## src/design/cepb_ram.sv

```systemverilog
// Generic single-write, single-read RAM with a registered read port and read enable.
// No dependencies.
module cepb_ram #(
    parameter int WIDTH = 5,
    parameter int DEPTH = 32
) (
    input  logic                     i_clk,
    input  logic                     i_wr_en,
    input  logic [$clog2(DEPTH)-1:0] i_wr_addr,
    input  logic [WIDTH-1:0]         i_wr_data,
    input  logic                     i_rd_en,
    input  logic [$clog2(DEPTH)-1:0] i_rd_addr,
    output logic [WIDTH-1:0]         o_rd_data
);

    logic [WIDTH-1:0] r_mem [DEPTH];
    logic [WIDTH-1:0] r_rd_data;

    always_ff @(posedge i_clk) begin
        if (i_wr_en) begin
            r_mem[i_wr_addr] <= i_wr_data;
        end
        if (i_rd_en) begin
            r_rd_data <= r_mem[i_rd_addr];
        end
    end

    assign o_rd_data = r_rd_data;

endmodule

```

## config.mk

```make
export PLATFORM = sky130hd
export DESIGN_NAME = cepb_ram
export DESIGN_NICKNAME = d
export VERILOG_FILES = /design/src/design/cepb_ram.sv
export SDC_FILE = /design/constraint.sdc
export NUM_CORES = 1
export LEC_CHECK = 0
export BUFFER_PORTS_ARGS = -buffer_cell sky130_fd_sc_hd__buf_4
export CAP_MARGIN = 20
export CORE_MARGIN = 4
export CORE_UTILIZATION = 60
export CTS_CLUSTER_DIAMETER = 80
export DETAILED_ROUTE_END_ITERATION = 6
export GPL_ROUTABILITY_DRIVEN = 0
export PLACE_DENSITY = 0.83
export SYNTH_ARGS = -nofsm -noshare
export SYNTH_HDL_FRONTEND = slang
export SYNTH_SLANG_ARGS = --single-unit
```

## constraint.sdc

```tcl
create_clock -name i_clk -period 3.6 [get_ports i_clk]
set_input_delay 0.18 -clock i_clk [delete_from_list [all_inputs] [get_ports i_clk]]
set_output_delay 0.18 -clock i_clk [all_outputs]
set_load 0.05 [all_outputs]
```

==> impl_metrics.env <==
export IMPL_outcome="finished clean"
export IMPL_post_route_drc_count=0
export IMPL_drv_slew=0
export IMPL_synthesis_yosys_warnings=0
export IMPL_design_power_total_mw=4.20
export IMPL_critical_path_peak_fanout=1
export IMPL_critPathSlowestCell="sky130_fd_sc_hd__mux4_2"
export IMPL_fillers=588
export IMPL_critical_path_class="flop to flop"
export IMPL_rows=37
export IMPL_max_slew_margin_pct=47.9
export IMPL_multi_input_area_um2=1390
export IMPL_fp_dieH_um=111
export IMPL_holdCritPathClass="primary input to flop"
export IMPL_placement_io_buffers=22
export IMPL_setup_ws_ps=1610
export IMPL_min_delay_worst_endpoint="o_rd_data[1]$_DFFE_PP_"
export IMPL_kind_of_start_point_of_the_critical_path="flop"
export IMPL_cts_root_buf="sky130_fd_sc_hd__clkbuf_8"
export IMPL_core_area_um2=10400
export IMPL_floorplan_io_pins=23
export IMPL_post_cts_buffers=0
export IMPL_worst_hold_path_num_cells=2
export IMPL_period_minus_slack_ps=1990
export IMPL_antenna_found_initial=1
export IMPL_cts_root_to_sink_buffers=2
export IMPL_final_min_period_over_clock_period_pct=55.3
export IMPL_cp_end_kind="flop"
export IMPL_number_of_max_cap_violations=0
export IMPL_synth_cell_type_count=12
export IMPL_worst_r2r_end="o_rd_data[2]$_DFFE_PP_"
export IMPL_clock_sink_count=165
export IMPL_worst_endpoint_required_ps=3870
export IMPL_cts_htree_levels=4
export IMPL_stdcell_count=455
export IMPL_power_density_nw_per_um2=577
export IMPL_firstDrtPassIters=5
export IMPL_tns_ps=0
export IMPL_num_antenna_cells=0
export IMPL_worst_clock_skew_ps=7.06
export IMPL_post_synth_main_area_contributors="sky130_fd_sc_hd__edfxtp_1 77%, sky130_fd_sc_hd__mux4_2 18%, sky130_fd_sc_hd__nor2_1 1.9%"
export IMPL_dpl_worst_slack_ps=1070
export IMPL_crit_chain="mux4_2 > mux4_2 > mux2_2"
export IMPL_cp_depth=3
export IMPL_vdd_ir_drop_max_uv=351
export IMPL_critical_path_n_buffers_inverters=0
export IMPL_largest_net_degree_at_the_start_of_global_routing=41
export IMPL_synthesized_nets=295
export IMPL_cpLargestDelayFamily="multiplexers"
export IMPL_grt_overflow=0
export IMPL_timing_critical_path_arrival_ps=2260
export IMPL_drt_total_wl_um=13500
export IMPL_critical_path_max_stage_delay_ps=520
export IMPL_post_route_cells_drive_above_1_share_pct=34.2
export IMPL_r2r_cell_count=3
export IMPL_r2r_setup_slack_ps=1610
export IMPL_utilization_pct=70.3
export IMPL_synthesis_area_per_instance_um2=23.1
export IMPL_cp_dominant_cell_by_count="sky130_fd_sc_hd__mux4_2"
export IMPL_routed_via_count=3058
export IMPL_crit_reg2reg_launch="r_mem[18][2]$_DFFE_PP_"
export IMPL_timing_fmax_mhz=502
export IMPL_synth_largest_type_area_fraction_pct=77.5
export IMPL_syn2layout_area_growth_pct=14.0
export IMPL_drt_wirelength_per_cell_um=29.8
export IMPL_dr_first_iter_drc_count=389
export IMPL_fp_dieArea_um2=12400
export IMPL_post_cts_clock_slew_at_the_launch_and_capture_registers_of_the_worst_setup_and_hold_paths_ps=60
export IMPL_placed_cells=423
export IMPL_layout_nets=325
export IMPL_hold_viol=0
export IMPL_final_setup_viol_count=0
export IMPL_start_util_pct=61.7
export IMPL_total_leakage_power_nw=2.28
export IMPL_die_width_um=111
export IMPL_grt_setup_unrepaired="no"
export IMPL_synth_top_cell_by_area="sky130_fd_sc_hd__edfxtp_1"
export IMPL_area_sequential_um2=4950
export IMPL_worstSkewPairLatency_ps=530
export IMPL_count_of_antenna_violating_nets_left_after_detailed_routing=0
export IMPL_worstHoldStart="i_rd_addr[3]"
export IMPL_cts_made_buffers=17
export IMPL_hpwlAfterDp_um=7840
export IMPL_cts_tree="done"
export IMPL_grt_pass1_vias=3180
export IMPL_via_per_inst=6.72
export IMPL_mappedNetlistArea_um2=6390
export IMPL_sequential_area_share_after_synthesis_pct=77.5
export IMPL_grt_pass1_wl_um=20900
export IMPL_synthCells=277
export IMPL_ys_ff_latch=165
export IMPL_worst_slew_pin_transition_ps=781
export IMPL_gr_usage_all_layers_pct=23.7
-- metrics by stage --
step / hold slack (ps) / cell area, um2
2_1_floorplan: 279 / 6390
3_5_place_dp: 441 / 6680
4_1_cts: 36.9 / 7290
3_3_place_gp: 438 / 6680
5_1_grt: 39.1 / 7290
6_report: 53.3 / 7290
-- cells in the mapped netlist --
library cell / count
sky130_fd_sc_hd__nand3_1: 2
sky130_fd_sc_hd__buf_1: 1
sky130_fd_sc_hd__nand2_1: 1
sky130_fd_sc_hd__or3_1: 1
sky130_fd_sc_hd__mux2_2: 5
sky130_fd_sc_hd__nor2_1: 33
sky130_fd_sc_hd__or3b_2: 3
sky130_fd_sc_hd__nand3b_1: 5
sky130_fd_sc_hd__buf_2: 4
sky130_fd_sc_hd__edfxtp_1: 165
sky130_fd_sc_hd__mux4_2: 50
sky130_fd_sc_hd__clkbuf_1: 7
-- layout make-up --
| cell class | instances | share of cell area (%) |
|---|---|---|
| Sequential cell | 165 | 68.0 |
| Multi-Input combinational cell | 100 | 19.1 |
| Clock buffer | 17 | 5.68 |
| Clock inverter | 14 | 2.54 |
| Timing Repair Buffer | 23 | 2.40 |
| Tap cell | 136 | 2.33 |
-- worst max-delay path by stage --
stage,start,endpoint,slack (ps)
floorplan,i_rd_addr[0],o_rd_data[0]$_DFFE_PP_,1520
global placement,i_rd_addr[0],o_rd_data[3]$_DFFE_PP_,1090
detailed placement,i_rd_addr[0],o_rd_data[0]$_DFFE_PP_,1070
CTS,i_rd_addr[0],o_rd_data[3]$_DFFE_PP_,1600
global route,i_rd_addr[0],o_rd_data[3]$_DFFE_PP_,1510
finish,r_mem[18][2]$_DFFE_PP_,o_rd_data[2]$_DFFE_PP_,1610
-- timing repair --
action / CTS / global route
endpoints found under the hold margin: 5 / 0
gates resized for setup: 0 / 0
hold buffers: 1 / 0
-- cells in the final DEF, fill, tap and decap left out, drive strengths merged, types with 2 or more instances in the layout --
cell	count
edfxtp	165
mux4	50
nor2	33
buf	22
clkbuf	17
clkinv	8
mux2	5
nand3b	5
bufinv	4
or3b	3
nand3	2
-- worst register-to-register path, delay by kind of cell (launching register included) --
kind	cells	cell delay, ps
flops	1	440
mux	3	1310
-- layer usage --
metal  GRT usage (%)  vias to the layer above  share of wire (%)
met2            35.5                      219                 49
met5               0                        -              0.096
li1                -                     1228                  -
met1            33.8                     1577                 39
met3            7.37                       32                 10
met4            8.27                        2                2.1
-- kinds of logic after synthesis --
group                  after synthesis  share of synthesized area, %
buffers and inverters               12                         0.783
multiplexers                        55                          18.5
AND/OR/NAND/NOR                     45                          3.25
flip-flops                         165                          77.5
-- where the power goes --
part	total, mW	switching [mW]	internal (mW)
Clock	1.82	0.703	1.12
Combinational	0.230	0.136	0.0942
Sequential	2.15	0.00869	2.14
-- sequential cells by signal, indices dropped and copies added, names as in the netlist --
name / cells
r_mem: 160
o_rd_data: 5
Power figures use the tool's default switching activity.
